$ cat src/rtl/alpnp_pkg.sv
// ----------------------------------------------------------------------------
// alpnp_pkg
// Shared types and constants for the ALPN extension body parser.
// ----------------------------------------------------------------------------
package alpnp_pkg;

   localparam int unsigned BYTE_W     = 8;
   localparam int unsigned LIST_LEN_W = 16;
   localparam int unsigned BYTE_CNT_W = 17;
   localparam int unsigned NAME_CNT_W = 15;
   localparam int unsigned STATUS_W   = 3;

   // parse phase: header high byte, header low byte, name length, name text
   typedef enum logic [1:0] {
      PH_HDR_HI = 2'd0,
      PH_HDR_LO = 2'd1,
      PH_LEN    = 2'd2,
      PH_TEXT   = 2'd3
   } phase_type;

   // frame status, reported on the closing word
   typedef enum logic [STATUS_W-1:0] {
      ST_OK           = 3'd0,
      ST_SHORT_HDR    = 3'd1,
      ST_LEN_MISMATCH = 3'd2,
      ST_EMPTY_NAME   = 3'd3,
      ST_TRUNCATED    = 3'd4,
      ST_SERVER_COUNT = 3'd5
   } status_type;

   typedef struct packed {
      logic [BYTE_W-1:0] data_byte;
      logic              last_byte;
   } req_word_type;

   typedef struct packed {
      logic [BYTE_W-1:0]     byte_out;
      logic                  in_name;
      logic                  name_first;
      logic                  name_last;
      logic [NAME_CNT_W-1:0] name_number;
      logic                  frame_end;
      status_type            status;
      logic [NAME_CNT_W-1:0] name_total;
   } rsp_word_type;

endpackage

$ cat src/rtl/alpnp_ifs.sv
// ----------------------------------------------------------------------------
// alpnp_ifs
// Valid/ready channels of the ALPN parser: input bytes, results, register.
// ----------------------------------------------------------------------------

// input byte channel
interface alpnp_req_if;
   logic       valid;
   logic       ready;
   logic [7:0] data_byte;
   logic       last_byte;

   modport source (output valid, output data_byte, output last_byte, input ready);
   modport sink   (input valid, input data_byte, input last_byte, output ready);
endinterface

// result channel
interface alpnp_rsp_if;
   logic        valid;
   logic        ready;
   logic [7:0]  byte_out;
   logic        in_name;
   logic        name_first;
   logic        name_last;
   logic [14:0] name_number;
   logic        frame_end;
   logic [2:0]  status;
   logic [14:0] name_total;

   modport source (output valid, output byte_out, output in_name, output name_first,
                   output name_last, output name_number, output frame_end,
                   output status, output name_total, input ready);
   modport sink   (input valid, input byte_out, input in_name, input name_first,
                   input name_last, input name_number, input frame_end,
                   input status, input name_total, output ready);
endinterface

// register write channel
interface alpnp_csr_if;
   logic valid;
   logic ready;
   logic server_side;

   modport source (output valid, output server_side, input ready);
   modport sink   (input valid, input server_side, output ready);
endinterface

$ cat src/rtl/alpn_extension_parser.sv
// ----------------------------------------------------------------------------
// alpn_extension_parser
// Byte-serial parser for the body of a TLS ALPN extension.
// ----------------------------------------------------------------------------
// Usage:
//   req_ch  : one extension byte per word, last_byte set on the final byte.
//   rsp_ch  : one result word per input byte: the byte echoed, name flags,
//             name number; on the closing word frame_end, status, name_total.
//   csr_ch  : server_side bit; always ready, write it only while idle.
// Path: an accepted byte is held in the input register, decoded, and loaded
//   into the result register, which drives rsp_ch.
// Throughput: one byte per cycle while rsp_ch is ready, set by the single
//   decode stage between the input register and the result register.
// Reset clears the parse state to the header phase, empties both registers
//   and sets server_side to 0. After each closing byte the parse state
//   returns to the header phase on its own.
// Stall: when rsp_ch is not ready the result register holds, one more byte
//   waits in the input register, then req_ch.ready drops.
// ----------------------------------------------------------------------------
module alpn_extension_parser (
   input  logic         clock,
   input  logic         reset,
   alpnp_req_if.sink    req_ch,
   alpnp_rsp_if.source  rsp_ch,
   alpnp_csr_if.sink    csr_ch
);

   logic                     word_valid;
   logic                     can_load;
   logic                     advance;
   logic                     server_side_ff;
   alpnp_pkg::req_word_type  word;
   alpnp_pkg::rsp_word_type  result;

   // register port
   assign csr_ch.ready = 1'b1;

   always_ff @(posedge clock) begin
      if (reset) begin
         server_side_ff <= 1'b0;
      end else if (csr_ch.valid) begin
         server_side_ff <= csr_ch.server_side;
      end
   end

   // word moves from input register to result register
   assign advance = word_valid && can_load;

   alpnp_in_stage u_in_stage (
      .clock      (clock),
      .reset      (reset),
      .req_ch     (req_ch),
      .advance    (advance),
      .word_valid (word_valid),
      .word       (word)
   );

   alpnp_parser u_parser (
      .clock       (clock),
      .reset       (reset),
      .advance     (advance),
      .server_side (server_side_ff),
      .word        (word),
      .result      (result)
   );

   alpnp_out_stage u_out_stage (
      .clock    (clock),
      .reset    (reset),
      .rsp_ch   (rsp_ch),
      .load     (advance),
      .result   (result),
      .can_load (can_load)
   );

endmodule

$ cat src/rtl/alpnp_in_stage.sv
// ----------------------------------------------------------------------------
// alpnp_in_stage
// Input register: holds one byte word until the parser consumes it.
// ----------------------------------------------------------------------------
module alpnp_in_stage (
   input  logic                  clock,
   input  logic                  reset,
   alpnp_req_if.sink             req_ch,
   input  logic                  advance,
   output logic                  word_valid,
   output alpnp_pkg::req_word_type word
);

   logic                     valid_ff;
   logic                     valid_in;
   alpnp_pkg::req_word_type  word_ff;

   // take a new word when empty or when the held one moves on
   assign req_ch.ready = !valid_ff || advance;
   assign valid_in     = req_ch.valid ? 1'b1 : (valid_ff && !advance);

   always_ff @(posedge clock) begin
      if (reset) begin
         valid_ff <= 1'b0;
      end else begin
         valid_ff <= valid_in;
      end
   end

   always_ff @(posedge clock) begin
      if (req_ch.valid && req_ch.ready) begin
         word_ff.data_byte <= req_ch.data_byte;
         word_ff.last_byte <= req_ch.last_byte;
      end
   end

   assign word_valid = valid_ff;
   assign word       = word_ff;

endmodule

$ cat src/rtl/alpnp_parser.sv
// ----------------------------------------------------------------------------
// alpnp_parser
// Frame state and per-byte decode: length header, name lengths, name text.
// ----------------------------------------------------------------------------
module alpnp_parser (
   input  logic                    clock,
   input  logic                    reset,
   input  logic                    advance,
   input  logic                    server_side,
   input  alpnp_pkg::req_word_type word,
   output alpnp_pkg::rsp_word_type result
);

   alpnp_pkg::phase_type                  phase_ff, phase_in;
   logic [alpnp_pkg::LIST_LEN_W-1:0]      declared_length_ff, declared_length_in;
   logic [alpnp_pkg::BYTE_CNT_W-1:0]      bytes_after_header_ff, bytes_after_header_in;
   logic [alpnp_pkg::BYTE_W-1:0]          name_bytes_left_ff, name_bytes_left_in;
   logic [alpnp_pkg::NAME_CNT_W-1:0]      names_seen_ff, names_seen_in;
   logic                                  empty_name_seen_ff, empty_name_seen_in;
   logic                                  first_pending_ff, first_pending_in;

   logic [alpnp_pkg::BYTE_W-1:0]          left_dec;
   logic [alpnp_pkg::BYTE_CNT_W-1:0]      bytes_inc;
   logic                                  len_is_zero;

   assign left_dec    = name_bytes_left_ff - alpnp_pkg::BYTE_W'(1);
   assign len_is_zero = (word.data_byte == '0);
   // saturating byte count after the header
   assign bytes_inc   = (&bytes_after_header_ff) ? bytes_after_header_ff
                                                 : bytes_after_header_ff + 1'b1;

   // next phase
   always_comb begin
      phase_in = phase_ff;
      unique case (phase_ff)
         alpnp_pkg::PH_HDR_HI: phase_in = alpnp_pkg::PH_HDR_LO;
         alpnp_pkg::PH_HDR_LO: phase_in = alpnp_pkg::PH_LEN;
         alpnp_pkg::PH_LEN: begin
            if (!len_is_zero) phase_in = alpnp_pkg::PH_TEXT;
         end
         alpnp_pkg::PH_TEXT: begin
            if (left_dec == '0) phase_in = alpnp_pkg::PH_LEN;
         end
      endcase
   end

   // counters and per-byte flags
   always_comb begin
      declared_length_in    = declared_length_ff;
      bytes_after_header_in = bytes_after_header_ff;
      name_bytes_left_in    = name_bytes_left_ff;
      names_seen_in         = names_seen_ff;
      empty_name_seen_in    = empty_name_seen_ff;
      first_pending_in      = first_pending_ff;

      result             = '0;
      result.byte_out    = word.data_byte;
      result.name_number = names_seen_ff;
      result.frame_end   = word.last_byte;
      result.status      = alpnp_pkg::ST_OK;

      unique case (phase_ff)
         alpnp_pkg::PH_HDR_HI: begin
            declared_length_in = {word.data_byte, 8'h00};
         end
         alpnp_pkg::PH_HDR_LO: begin
            declared_length_in = {declared_length_ff[15:8], word.data_byte};
         end
         alpnp_pkg::PH_LEN: begin
            bytes_after_header_in = bytes_inc;
            if (len_is_zero) begin
               empty_name_seen_in = 1'b1;
            end else begin
               name_bytes_left_in = word.data_byte;
               first_pending_in   = 1'b1;
            end
         end
         alpnp_pkg::PH_TEXT: begin
            bytes_after_header_in = bytes_inc;
            result.in_name        = 1'b1;
            result.name_first     = first_pending_ff;
            first_pending_in      = 1'b0;
            name_bytes_left_in    = left_dec;
            if (left_dec == '0) begin
               result.name_last = 1'b1;
               if (!(&names_seen_ff)) names_seen_in = names_seen_ff + 1'b1;
            end
         end
      endcase

      // frame status on the closing byte, first matching check wins
      if (word.last_byte) begin
         result.name_total = names_seen_in;
         priority if (phase_ff == alpnp_pkg::PH_HDR_HI)
            result.status = alpnp_pkg::ST_SHORT_HDR;
         else if ({1'b0, declared_length_in} != bytes_after_header_in)
            result.status = alpnp_pkg::ST_LEN_MISMATCH;
         else if (empty_name_seen_in)
            result.status = alpnp_pkg::ST_EMPTY_NAME;
         else if (phase_in == alpnp_pkg::PH_TEXT)
            result.status = alpnp_pkg::ST_TRUNCATED;
         else if (server_side && (names_seen_in != alpnp_pkg::NAME_CNT_W'(1)))
            result.status = alpnp_pkg::ST_SERVER_COUNT;
         else
            result.status = alpnp_pkg::ST_OK;
      end
   end

   // state update; a closing byte returns to the header phase
   always_ff @(posedge clock) begin
      if (reset || (advance && word.last_byte)) begin
         phase_ff              <= alpnp_pkg::PH_HDR_HI;
         declared_length_ff    <= '0;
         bytes_after_header_ff <= '0;
         name_bytes_left_ff    <= '0;
         names_seen_ff         <= '0;
         empty_name_seen_ff    <= 1'b0;
         first_pending_ff      <= 1'b0;
      end else if (advance) begin
         phase_ff              <= phase_in;
         declared_length_ff    <= declared_length_in;
         bytes_after_header_ff <= bytes_after_header_in;
         name_bytes_left_ff    <= name_bytes_left_in;
         names_seen_ff         <= names_seen_in;
         empty_name_seen_ff    <= empty_name_seen_in;
         first_pending_ff      <= first_pending_in;
      end
   end

endmodule

$ cat src/rtl/alpnp_out_stage.sv
// ----------------------------------------------------------------------------
// alpnp_out_stage
// Result register: holds one result word until the receiver takes it.
// ----------------------------------------------------------------------------
module alpnp_out_stage (
   input  logic                    clock,
   input  logic                    reset,
   alpnp_rsp_if.source             rsp_ch,
   input  logic                    load,
   input  alpnp_pkg::rsp_word_type result,
   output logic                    can_load
);

   logic                     valid_ff;
   logic                     valid_in;
   alpnp_pkg::rsp_word_type  word_ff;

   assign can_load = !valid_ff || rsp_ch.ready;
   assign valid_in = load ? 1'b1 : (valid_ff && !rsp_ch.ready);

   always_ff @(posedge clock) begin
      if (reset) begin
         valid_ff <= 1'b0;
      end else begin
         valid_ff <= valid_in;
      end
   end

   always_ff @(posedge clock) begin
      if (load) begin
         word_ff <= result;
      end
   end

   // drive the channel from the held word
   assign rsp_ch.valid       = valid_ff;
   assign rsp_ch.byte_out    = word_ff.byte_out;
   assign rsp_ch.in_name     = word_ff.in_name;
   assign rsp_ch.name_first  = word_ff.name_first;
   assign rsp_ch.name_last   = word_ff.name_last;
   assign rsp_ch.name_number = word_ff.name_number;
   assign rsp_ch.frame_end   = word_ff.frame_end;
   assign rsp_ch.status      = word_ff.status;
   assign rsp_ch.name_total  = word_ff.name_total;

endmodule

$ cat src/flat_wrapper.sv
// flat-port wrapper written by rule: the top's interface ports become plain ports
module alpn_extension_parser_flat 
  (clock, reset, req_ch_valid, req_ch_data_byte, req_ch_last_byte, req_ch_ready, rsp_ch_valid, rsp_ch_byte_out, rsp_ch_in_name, rsp_ch_name_first, rsp_ch_name_last, rsp_ch_name_number, rsp_ch_frame_end, rsp_ch_status, rsp_ch_name_total, rsp_ch_ready, csr_ch_valid, csr_ch_server_side, csr_ch_ready);
  alpnp_req_if req_ch_i ();
  alpnp_rsp_if rsp_ch_i ();
  alpnp_csr_if csr_ch_i ();
  input  logic clock;
  input  logic reset;
  input wire logic [$bits(req_ch_i.valid)-1:0] req_ch_valid;
  input wire logic [$bits(req_ch_i.data_byte)-1:0] req_ch_data_byte;
  input wire logic [$bits(req_ch_i.last_byte)-1:0] req_ch_last_byte;
  output wire logic [$bits(req_ch_i.ready)-1:0] req_ch_ready;
  output wire logic [$bits(rsp_ch_i.valid)-1:0] rsp_ch_valid;
  output wire logic [$bits(rsp_ch_i.byte_out)-1:0] rsp_ch_byte_out;
  output wire logic [$bits(rsp_ch_i.in_name)-1:0] rsp_ch_in_name;
  output wire logic [$bits(rsp_ch_i.name_first)-1:0] rsp_ch_name_first;
  output wire logic [$bits(rsp_ch_i.name_last)-1:0] rsp_ch_name_last;
  output wire logic [$bits(rsp_ch_i.name_number)-1:0] rsp_ch_name_number;
  output wire logic [$bits(rsp_ch_i.frame_end)-1:0] rsp_ch_frame_end;
  output wire logic [$bits(rsp_ch_i.status)-1:0] rsp_ch_status;
  output wire logic [$bits(rsp_ch_i.name_total)-1:0] rsp_ch_name_total;
  input wire logic [$bits(rsp_ch_i.ready)-1:0] rsp_ch_ready;
  input wire logic [$bits(csr_ch_i.valid)-1:0] csr_ch_valid;
  input wire logic [$bits(csr_ch_i.server_side)-1:0] csr_ch_server_side;
  output wire logic [$bits(csr_ch_i.ready)-1:0] csr_ch_ready;
  assign req_ch_i.valid = req_ch_valid;
  assign req_ch_i.data_byte = req_ch_data_byte;
  assign req_ch_i.last_byte = req_ch_last_byte;
  assign req_ch_ready = req_ch_i.ready;
  assign rsp_ch_valid = rsp_ch_i.valid;
  assign rsp_ch_byte_out = rsp_ch_i.byte_out;
  assign rsp_ch_in_name = rsp_ch_i.in_name;
  assign rsp_ch_name_first = rsp_ch_i.name_first;
  assign rsp_ch_name_last = rsp_ch_i.name_last;
  assign rsp_ch_name_number = rsp_ch_i.name_number;
  assign rsp_ch_frame_end = rsp_ch_i.frame_end;
  assign rsp_ch_status = rsp_ch_i.status;
  assign rsp_ch_name_total = rsp_ch_i.name_total;
  assign rsp_ch_i.ready = rsp_ch_ready;
  assign csr_ch_i.valid = csr_ch_valid;
  assign csr_ch_i.server_side = csr_ch_server_side;
  assign csr_ch_ready = csr_ch_i.ready;
  alpn_extension_parser u_core (.clock(clock), .reset(reset), .req_ch(req_ch_i), .rsp_ch(rsp_ch_i), .csr_ch(csr_ch_i));
endmodule
$ cat config.mk
export PLATFORM = sky130hd
export DESIGN_NAME = alpn_extension_parser_flat
export DESIGN_NICKNAME = d
export VERILOG_FILES = /design/src/rtl/alpnp_pkg.sv /design/src/rtl/alpnp_ifs.sv /design/src/rtl/alpn_extension_parser.sv /design/src/rtl/alpnp_in_stage.sv /design/src/rtl/alpnp_parser.sv /design/src/rtl/alpnp_out_stage.sv /design/src/flat_wrapper.sv
export SDC_FILE = /design/constraint.sdc
export NUM_CORES = 1
export LEC_CHECK = 0
export BUFFER_PORTS_ARGS = -buffer_cell sky130_fd_sc_hd__buf_2
export CORE_MARGIN = 5
export CORE_UTILIZATION = 45
export CTS_BUF_LIST = sky130_fd_sc_hd__clkbuf_8
export CTS_CLUSTER_DIAMETER = 40
export CTS_CLUSTER_SIZE = 10
export DETAILED_ROUTE_END_ITERATION = 7
export PLACE_DENSITY = 0.75
export RECOVER_POWER = 100
export SYNTH_ARGS = -nofsm -noshare
export SYNTH_HDL_FRONTEND = slang
export SYNTH_SLANG_ARGS = --single-unit
$ cat constraint.sdc
create_clock -name clock -period 3.8 [get_ports clock]
set_input_delay 0.38 -clock clock [delete_from_list [all_inputs] [get_ports clock]]
set_output_delay 0.38 -clock clock [all_outputs]
set_load 0.01 [all_outputs]
### Word-level counts from Yosys, hierarchy flattened

Cells that the tools add are included.

* output and inout bits: 48
* register bits after elaboration: 117

* multiplexer cells: 24
* reductions and logical operators: 23
* equal/unequal tests: 7
* bitwise logic cells: 1
* $add $sub $neg: 3

Operators by type and width (number)
* 15-bit two-way mux: 3
* 17-bit two-way mux: 2
* 16-bit case mux with 2 select lines: 1
* 17-bit by 1-bit adder with 17-bit output, second input constant: 1
* 16-bit by 17-bit inequality test with 1-bit output: 1
* 17-bit AND reduction: 1
* 8-bit zero test: 2
* 8-bit case mux with 2 select lines: 1
* 15-bit by 1-bit adder with 15-bit output, second input constant: 1
* 15-bit by 1-bit inequality test with 1-bit output, second input constant: 1
* 15-bit AND reduction: 1
* 3-bit two-way mux: 3
* 2-bit two-way mux: 4
* 8-bit two-way mux: 1
* 2-bit case mux with 4 select lines: 1
* 8-bit by 1-bit subtractor with 8-bit output, second input constant: 1
* 1-bit two-way mux: 7
* 2-bit equality test, second input constant: 3
* 1-bit logical AND: 6
* 1-bit zero test: 4
* 2-bit OR reduction: 2
* 4-bit OR reduction: 1
* 1-bit logical OR: 3
* 3-bit AND reduction: 1
* other kinds (6): 6

### Longest topological paths before layout

Gate-level depths: netlist (run 1).

* depth after elaboration: 11
* mapped depth: 12

### Cells and area by module

From an unflattened synthesis (run 1), not the netlist that was laid out.

* cell total of the unflattened synthesis: 621
* area total of the unflattened synthesis: 5954.5 sq um

By module, submodules not included
* alpnp_parser: instances 1, sequential area each 1201.2 sq um, area an instance 4180.3 sq um, cells an instance 552
* alpnp_out_stage: instances 1, sequential area each 1371.3 sq um, area an instance 1397.6 sq um, cells an instance 49
* alpnp_in_stage: instances 1, sequential area each 290.3 sq um, area an instance 325.3 sq um, cells an instance 14
* alpn_extension_parser: instances 1, sequential area each 20.0 sq um, area an instance 51.3 sq um, cells an instance 6

### Worst setup path after synthesis (run 1)

OpenSTA, ideal clock, no wires.

* path type: register -> register
* start: register u_core.u_parser.name_bytes_left_ff[0] (netlist name)
* end: register u_core.u_out_stage.word_ff (netlist bit u_core.u_out_stage.rsp_ch.status[2]) (data pin)
* path slack: 673 ps
* cell stages (with the launch flop): 11
* clock period less this slack: 3127 ps
* setup time: 272 ps
* required time: 3528 ps
* buffers on the path: 0
* data arrival time: 2855 ps
* cell sequence: dfxtp_1 -> inv_1 -> ha_1 -> o41ai_1 -> o311ai_2 -> or2_4 -> or4b_4 -> a2111oi_4 -> nand3_1 -> a21oi_1 -> nor4bb_1

* word-level cells in the longest chain between the ends: 8

Ends and longest elaborated chain
* start, declared: RTL line alpnp_parser.sv:17 `logic [alpnp_pkg::BYTE_W-1:0] name_bytes_left_ff, name_bytes_left_in;`
* start signal, assigned: RTL line alpnp_parser.sv:123 `name_bytes_left_ff <= name_bytes_left_in;`
* 8-bit by 1-bit subtractor with 8-bit output *: RTL line alpnp_parser.sv:26 `assign left_dec = name_bytes_left_ff - alpnp_pkg::BYTE_W'(1);`
* 8-bit zero test *: RTL line alpnp_parser.sv:42, alpnp_parser.sv:84
* 15-bit two-way mux: RTL line alpnp_parser.sv:84 `if (left_dec == '0) begin`
* 15-bit two-way mux: RTL line alpnp_parser.sv:62 `unique case (phase_ff)`
* 15-bit by 1-bit inequality test with 1-bit output: RTL line alpnp_parser.sv:102 `else if (server_side && (names_seen_in != alpnp_pkg::NAME_CNT_W'(1)))`
* 1-bit logical AND: RTL line alpnp_parser.sv:102
* 3-bit two-way mux: RTL line alpnp_parser.sv:102
* 3-bit two-way mux *: RTL line alpnp_parser.sv:100 `else if (phase_in == alpnp_pkg::PH_TEXT)`
* end signal, assigned: RTL line alpnp_out_stage.sv:31 `word_ff <= result;`
* end, declared: RTL line alpnp_out_stage.sv:16 `alpnp_pkg::rsp_word_type word_ff;`

Every way passes the cells marked *; elsewhere a longest branch is shown, timed or not.
A chain may end at the register's enable or synchronous reset.

### Worst setup path after layout (run 1)

* start: register u_core.u_parser.bytes_after_header_ff[0] (netlist name)
* end: register u_core.u_out_stage.word_ff (netlist bit u_core.u_out_stage.rsp_ch.status[2]) (data pin)

* word-level cells in the longest chain between the ends: 5

Ends and longest elaborated chain
* start, declared: RTL line alpnp_parser.sv:16 `logic [alpnp_pkg::BYTE_CNT_W-1:0] bytes_after_header_ff, bytes_after_header_in;`
* start signal, assigned: RTL line alpnp_parser.sv:122 `bytes_after_header_ff <= bytes_after_header_in;`
* 17-bit by 1-bit adder with 17-bit output / 17-bit AND reduction (equally long branches): RTL line alpnp_parser.sv:30, alpnp_parser.sv:29
* 17-bit two-way mux: RTL line alpnp_parser.sv:29 `assign bytes_inc = (&bytes_after_header_ff) ? bytes_after_header_ff`
* 17-bit two-way mux *: RTL line alpnp_parser.sv:62
* 16-bit by 17-bit inequality test with 1-bit output *: RTL line alpnp_parser.sv:96 `else if ({1'b0, declared_length_in} != bytes_after_header_in)`
* 4-bit OR reduction (no line) *

Marked as above.

==> metrics.md, run 1 <==
| Metric | Value |
|---|---|
| CP cell instances | `ha_1 -> nand2_1 -> or4_1 -> a21o_1 -> a221oi_1 -> nand4_1 -> nor4_1 -> nand4_1 -> nor2_1 -> nor4bb_1` |
| Initial antenna violation count | `0` |
| PD cells | `410 nW/µm²` |
| Fin. Hold Viols | `0` |
| CP Buf/Inv Count | `0` |
| Crit-path leading delay family | `simple AND/OR/NAND/NOR gates` |
| Worst-Margin Slew | `1.66 ns` |
| Layout cells sized above 1 | `9.31%` |
| CP startpoint kind | `flip-flop` |
| Static Leak | `2.27 nW` |
| CP dominant cell by count | `nand4_1` |
| Die Y-Extent | `126 µm` |
| Per-cell routed wire length | `16.3 µm` |
| Post-Syn Instances | `660` |
| Sequential share of the synthesized area | `47.7%` |
| CTS Root Cell | `clkbuf_8` |
| Synth-to-layout area growth | `13.3%` |
| Pin count of the biggest net entering global routing | `73` |
| Final WL | `14600 µm` |
| Hold buffers post-CTS | `0` |
| Status | `finished, violations left` |
| Crit. End Element | `flip-flop` |
| Non-filler cells, final | `896` |
| Die W | `126 µm` |
| Relative slew slack | `-10.4%` |
| ANT cells | `0` |
| Critical Path RT | `4.05 ns` |
| Clk buf depth | `2` |
| Crit Path Max Fanout | `10` |
| Post-synth EDFFs | `54` |
| Final Cycle Share | `90.1%` |
| Worst reg2reg setup slack | `0.38 ns` |
| HP Class | `input pin to flip-flop` |
| Setup TNS Final | `0 ns` |
| Syn. warnings | `0` |
| Grt ovf | `0` |
| CP Class | `flip-flop to flip-flop` |
| Post-DP HPWL | `9970 µm` |
| Synthesized Nets | `679` |
| RSZ-0062 raised after global routing | `no` |
| CP arrival | `3.68 ns` |
| DR DRC count | `0` |
| DIE AREA | `15900 µm²` |
| Core Area | `13200 µm²` |
| Slew Viols, Final | `73` |
| I/O Buffers | `61` |
| H-tree levels | `4` |
| Worst-Skew Late Latency | `0.44 ns` |
| Net total in the final layout | `726` |
| Vias in the first global route | `4797` |
| Initial Util | `45.8%` |
| Seq cells post-synth | `117` |
| Routed vias/inst | `5.68` |
| Final setup fails | `0` |
| Minimum clock period | `3.42 ns` |
| Failing checks | `max-capacitance violations, max-slew violations` |
| Worst IR Drop VDD | `0.356 mV` |
| CTS clk-pin slew, worst paths | `0.07 ns` |
| Iteration-0 DRC count of the detailed router | `460` |
| Slowest-stage cell, CP | `or4_1` |
| Initial DRT Pass Iterations | `5` |
| Post-route ant nets | `0` |
| Clock skew | `0.00915 ns` |
| Post-synthesis cell area | `6050 µm²` |
| CP peak stage delay | `0.55 ns` |
| Post-synth ARST share | `0%` |
| Placed cells | `864` |
| Prevailing post-synth register cell | `dfxtp_1` |
| Synth unique cells | `63` |
| Cell Rows | `42` |
| Power Total | `0.00281 W` |
| Hold_ws | `0.119 ns` |
| # Post-CTS Setup Buffers | `0` |
| Inserted Clock Buffers | `17` |
| Max Clock Freq | `0.292 GHz` |
| # IOs | `63` |
| Final Wtd Congestion | `0.966` |
| Global-route wire length before repair | `24100 µm` |
| Syn Area/Cell | `9.16 µm²` |
| GRT Util Overall | `18.7%` |
| Total number of vias | `5092` |
| CTS-repair resized insts | `0` |
| CTS tree | `done` |
| Core Util, Final | `51.9%` |
| Max-Cap Viols | `1` |
| Clk sinks | `117` |
==> sequential cells by signal, indices dropped and copies added, names as in the netlist <==
register                               count
u_core.u_parser.bytes_after_header_ff     17
u_core.u_parser.declared_length_ff        16
u_core.u_out_stage.rsp_ch.name_number     15
u_core.u_out_stage.rsp_ch.name_total      15
u_core.u_parser.names_seen_ff             15
u_core.u_in_stage.word                     9
u_core.u_out_stage.rsp_ch.byte_out         8
u_core.u_parser.name_bytes_left_ff         8
u_core.u_out_stage.rsp_ch.status           3
u_core.u_parser.phase_ff                   2
u_core.server_side_ff                      1
u_core.u_in_stage.word_valid               1
u_core.u_out_stage.rsp_ch.frame_end        1
u_core.u_out_stage.rsp_ch.in_name          1
u_core.u_out_stage.rsp_ch.name_first       1
u_core.u_out_stage.rsp_ch.name_last        1
u_core.u_out_stage.rsp_ch.valid            1
u_core.u_parser.empty_name_seen_ff         1
u_core.u_parser.first_pending_ff           1
==> cells by family after synthesis <==
group / count (synthesis) / synth area share [%]
buf+inv: 55 / 3.56
fa+ha+maj: 4 / 0.828
compound gates: 138 / 14.8
other cells: 1 / 0.0620
mux: 16 / 2.65
flops: 117 / 47.7
simple gates: 285 / 24.0
xor+xnor: 44 / 6.37
==> cell usage after synthesis (5+ instances only) <==
master | number | area [µm²]
nor3b_1 | 5 | 37.5
xnor2_1 | 25 | 219
nand3_1 | 34 | 170
a211oi_1 | 11 | 82.6
nand4_1 | 16 | 100
o21ai_0 | 34 | 170
and3_1 | 7 | 43.8
and2_1 | 13 | 81.3
or3_1 | 13 | 81.3
mux2i_1 | 16 | 160
or2_2 | 6 | 37.5
xor2_1 | 19 | 166
edfxtp_1 | 54 | 1620
a22oi_1 | 6 | 45.0
nand2_1 | 62 | 233
nor2_1 | 69 | 259
dfxtp_1 | 63 | 1260
inv_1 | 8 | 30.0
clkbuf_1 | 39 | 146
nor3_1 | 18 | 90.1
nor2b_1 | 9 | 56.3
a21oi_1 | 40 | 200
a21boi_1 | 5 | 37.5
nor4_1 | 10 | 62.6
==> cell usage in the layout, fill, tap and decap left out, drive strengths merged, types with 5 or more instances in the layout <==
cell type and count:
nor3b 5, edfxtp 54, dfxtp 63, a21oi 40, nor3 19, xnor2 25, or2 7, o21ai 35
and3 7, a22oi 6, nor4 11, a211oi 11, and2 13, inv 13, or3 13, nand4 16
a21boi 5, nor2 69, buf 22, nor2b 9, nand2 62, clkbuf 72, xor2 19, mux2i 16
nand3 34
==> metrics by stage <==
| step | cell area (µm²) | setup WS, ns |
|---|---|---|
| after CTS | 6930 | 0.431 |
| after detailed placement | 6480 | 0.462 |
| after global routing | 6850 | 0.0831 |
| final | 6850 | 0.376 |
| after global placement | 6480 | 0.548 |
| after floorplan | 6050 | 0.673 |
==> power by group <==
part | internal [W] | leakage, nW | switching [W]
clock | 0.000775 | 0.232 | 0.000480
sequential | 0.00136 | 1.00 | 0.0000290
combinational | 0.0000561 | 1.04 | 0.000109
total | 0.00219 | 2.27 | 0.000618
==> final cells by class <==
type	instances	area, µm²
Inverter	10	37.5
Tap cell	176	220
Multi-Input combinational cell	488	2940
Clock inverter	11	156
Fill cell	1231	6340
Clock buffer	21	289
Timing Repair Buffer	73	324
Sequential cell	117	2880
==> layer usage <==
| metal | GRT usage (%) | vias up | share of wire (%) |
|---|---|---|---|
| li1 | - | 2487 | - |
| met1 | 23.6 | 2418 | 43 |
| met2 | 29.9 | 160 | 48 |
| met3 | 4.83 | 27 | 6.0 |
| met4 | 8.77 | 0 | 2.5 |
| met5 | 0 | - | 0 |
==> worst paths after layout <==
kind | from | depth (start not counted) | end
min | req_ch_data_byte[4] | 1 | u_core.u_in_stage.word[5]$_DFFE_PP_
max | u_core.u_parser.bytes_after_header_ff[0]$_SDFFE_PP0P_ | 10 | u_core.u_out_stage.rsp_ch.status[2]$_SDFFCE_PP0P_
max reg2reg | u_core.u_parser.bytes_after_header_ff[0]$_SDFFE_PP0P_ | 10 | u_core.u_out_stage.rsp_ch.status[2]$_SDFFCE_PP0P_
min reg2reg | u_core.u_parser.declared_length_ff[15]$_SDFFE_PP0P_ | 2 | u_core.u_parser.declared_length_ff[15]$_SDFFE_PP0P_
No activity file was read; power rests on OpenSTA's default activity.
==> run 2: changes to the inputs <==
--- a/config.mk
+++ b/config.mk
@@ -7,12 +7,12 @@
 export LEC_CHECK = 0
 export BUFFER_PORTS_ARGS = -buffer_cell sky130_fd_sc_hd__buf_2
 export CORE_MARGIN = 5
-export CORE_UTILIZATION = 45
+export CORE_UTILIZATION = 55
 export CTS_BUF_LIST = sky130_fd_sc_hd__clkbuf_8
 export CTS_CLUSTER_DIAMETER = 40
 export CTS_CLUSTER_SIZE = 10
 export DETAILED_ROUTE_END_ITERATION = 7
-export PLACE_DENSITY = 0.75
+export PLACE_DENSITY = 0.86
 export RECOVER_POWER = 100
 export SYNTH_ARGS = -nofsm -noshare
 export SYNTH_HDL_FRONTEND = slang
==> run 2 against run 1 <==
Compared with the run above: the flow now finishes without violations; flip-flop and latch count unchanged; worst setup slack worse by 0.041 ns; first-iteration DRC count down 5.9%; clock power down 9%; power down 3.7%; global-route usage up 4.1 points; critical path type unchanged; highest routed layer unchanged.
==> metrics.md, run 2 (synthesis results as in run 1) <==
| Metric | Value |
|---|---|
| Max FFs per register | `17 (unchanged)` |
| Iteration-0 DRC count of the detailed router | `433 (was 460)` |
| R2R Path Start | `u_core.u_parser.name_bytes_left_ff[0]$_SDFFE_PP0P_ (was u_core.u_parser.bytes_after_header_ff[0]$_SDFFE_PP0P_)` |
| CP arrival | `3.65 ns (was 3.68 ns)` |
| Slew Viols, Final | `0 (was 73)` |
| Minimum clock period | `3.47 ns (was 3.42 ns)` |
| Final Wtd Congestion | `0.913 (was 0.966)` |
| Layout cells sized above 1 | `8.88% (was 9.31%)` |
| Static Leak | `2.25 nW (was 2.27 nW)` |
| Synth-to-layout area growth | `11.9% (was 13.3%)` |
| Commonest cells after routing, fill and taps aside | `69 x nor2_1, 63 x dfxtp_1, 62 x nand2_1, 54 x edfxtp_1, 52 x clkbuf_1 (was 69 x nor2_1, 63 x dfxtp_1, 62 x nand2_1, 54 x edfxtp_1, 49 x clkbuf_1)` |
| Clk sinks | `117 (unchanged)` |
| Routed vias/inst | `6.01 (was 5.68)` |
| Die Y-Extent | `115 µm (was 126 µm)` |
| Reg2reg path depth | `11 (was 10)` |
| Setup TNS Final | `0 ns (unchanged)` |
| Die W | `115 µm (was 126 µm)` |
| Initial DRT Pass Iterations | `5 (unchanged)` |
| Commonest non-fill, non-tap cell in the layout | `nor2_1 (unchanged)` |
| Critical Path RT | `3.99 ns (was 4.05 ns)` |
| Crit. End Element | `flip-flop (unchanged)` |
| Per-cell routed wire length | `17.0 µm (was 16.3 µm)` |
| # IOs | `63 (unchanged)` |
| Non-filler cells, final | `861 (was 896)` |
| DR DRC count | `0 (unchanged)` |
| Clock skew | `0.00916 ns (was 0.00915 ns)` |
| # Post-CTS Setup Buffers | `0 (unchanged)` |
| Largest Register | `u_core.u_parser.bytes_after_header_ff (unchanged)` |
| Fin. Hold Viols | `0 (unchanged)` |
| Final WL | `14600 µm (about the same)` |
| HP Start | `req_ch_data_byte[1] (was req_ch_data_byte[4])` |
| CTS clk-pin slew, worst paths | `0.07 ns (about the same)` |
| CP startpoint | `u_core.u_parser.name_bytes_left_ff[0]$_SDFFE_PP0P_ (was u_core.u_parser.bytes_after_header_ff[0]$_SDFFE_PP0P_)` |
| Global-route wire length before repair | `23700 µm (was 24100 µm)` |
| Hold path depth | `1 (unchanged)` |
| Max Clock Freq | `0.289 GHz (was 0.292 GHz)` |
| Max-Cap Viols | `0 (was 1)` |
| Initial antenna violation count | `0 (unchanged)` |
| GRT Util Overall | `22.8% (was 18.7%)` |
| Net total in the final layout | `727 (was 726)` |
| Post-DP HPWL | `10100 µm (was 9970 µm)` |
| H-tree levels | `4 (unchanged)` |
| Final setup fails | `0 (unchanged)` |
| CTS tree | `done (unchanged)` |
| DIE AREA | `13200 µm² (was 15900 µm²)` |
| Worst-Skew Late Latency | `0.44 ns (about the same)` |
| CP startpoint kind | `flip-flop (unchanged)` |
| Post-route ant nets | `0 (unchanged)` |
| HP Class | `input pin to flip-flop (unchanged)` |
| Worst-Margin Slew | `1.16 ns (was 1.66 ns)` |
| Vias in the first global route | `4932 (was 4797)` |
| Initial Util | `56.0% (was 45.8%)` |
| Worst IR Drop VDD | `0.450 mV (was 0.356 mV)` |
| Clk buf depth | `2 (unchanged)` |
| Top flop regs | `u_core.u_parser.bytes_after_header_ff: 17 flops, u_core.u_parser.declared_length_ff: 16 flops (unchanged)` |
| Placed cells | `829 (was 864)` |
| Cell Rows | `38 (was 42)` |
| Crit Path Max Fanout | `8 (was 10)` |
| I/O Buffers | `61 (unchanged)` |
| Relative slew slack | `23.0% (was -10.4%)` |
| PD cells | `399 nW/µm² (was 410 nW/µm²)` |
| Total number of vias | `5175 (was 5092)` |
| ANT cells | `0 (unchanged)` |
| Pin count of the biggest net entering global routing | `52 (was 73)` |
| Inserted Clock Buffers | `17 (unchanged)` |
| CP Class | `flip-flop to flip-flop (unchanged)` |
| Status | `finished, final reports clean (was finished, violations left)` |
| Grt ovf | `0 (unchanged)` |
| Final Cycle Share | `91.2% (was 90.1%)` |
| RSZ-0062 raised after global routing | `no (unchanged)` |
| Core Area | `10800 µm² (was 13200 µm²)` |
| CTS Root Cell | `clkbuf_8 (unchanged)` |
[run 2: repair_timing]
item	4_1_cts	5_1_grt
endpoints found under the setup margin	0	1
gates resized for setup	0	1
hold buffers	0	0
[run 2: critical path, cell delays in order (launching register included)]
cell and delay, ns:
dfxtp_1 0.43, inv_1 0.11, ha_1 0.30, o21bai_1 0.19
a211oi_1 0.24, o311ai_0 0.26, or2_0 0.34, or4b_4 0.58
a2111oi_4 0.40, a31oi_1 0.15, o21bai_1 0.13, a21boi_0 0.10
[run 2: cell type report]
cell class                 count  area (µm²)
inverter                      10        37.5
tap                          140         175
fill                         905        4030
multi-input combinational    488        2950
clock buffer                  19         262
clock inverter                13         140
sequential                   117        2880
timing repair buffer          74         323
[run 2: metal layers]
metal | track usage, % | wire [µm]
met3 | 6.00 | 1130
met1 | 28.0 | 5960
met4 | 9.39 | 316
met2 | 38.0 | 7240
met5 | 0 | 0
[run 2: through the flow]
step	utilization (%)	total power (W)	worst slack, ns	area, µm²	hold WS, ns
floorplan	-	0.00152	0.673	6050	0.406
global route	62.7	0.00281	0.0873	6770	0.0830
finish	62.7	0.00270	0.334	6770	0.115
detailed placement	59.7	0.00159	0.443	6450	0.448
CTS	63.5	0.00273	0.401	6850	0.0876
global placement	59.7	0.00158	0.564	6450	0.442
[run 2: path summary, 6_finish.rpt]
path / end / slack [ns]
max reg2reg: u_core.u_out_stage.rsp_ch.status[0]$_SDFFCE_PN0P_ / 0.33
max: u_core.u_out_stage.rsp_ch.status[0]$_SDFFCE_PN0P_ / 0.33
min reg2reg: u_core.u_parser.declared_length_ff[13]$_SDFFE_PP0P_ / 0.46
min: u_core.u_in_stage.word[2]$_DFFE_PP_ / 0.11
[run 2: power breakdown]
part           switching [W]  internal (W)
registers          0.0000265       0.00136
clock network       0.000482      0.000668
logic               0.000112     0.0000568
total               0.000621       0.00208
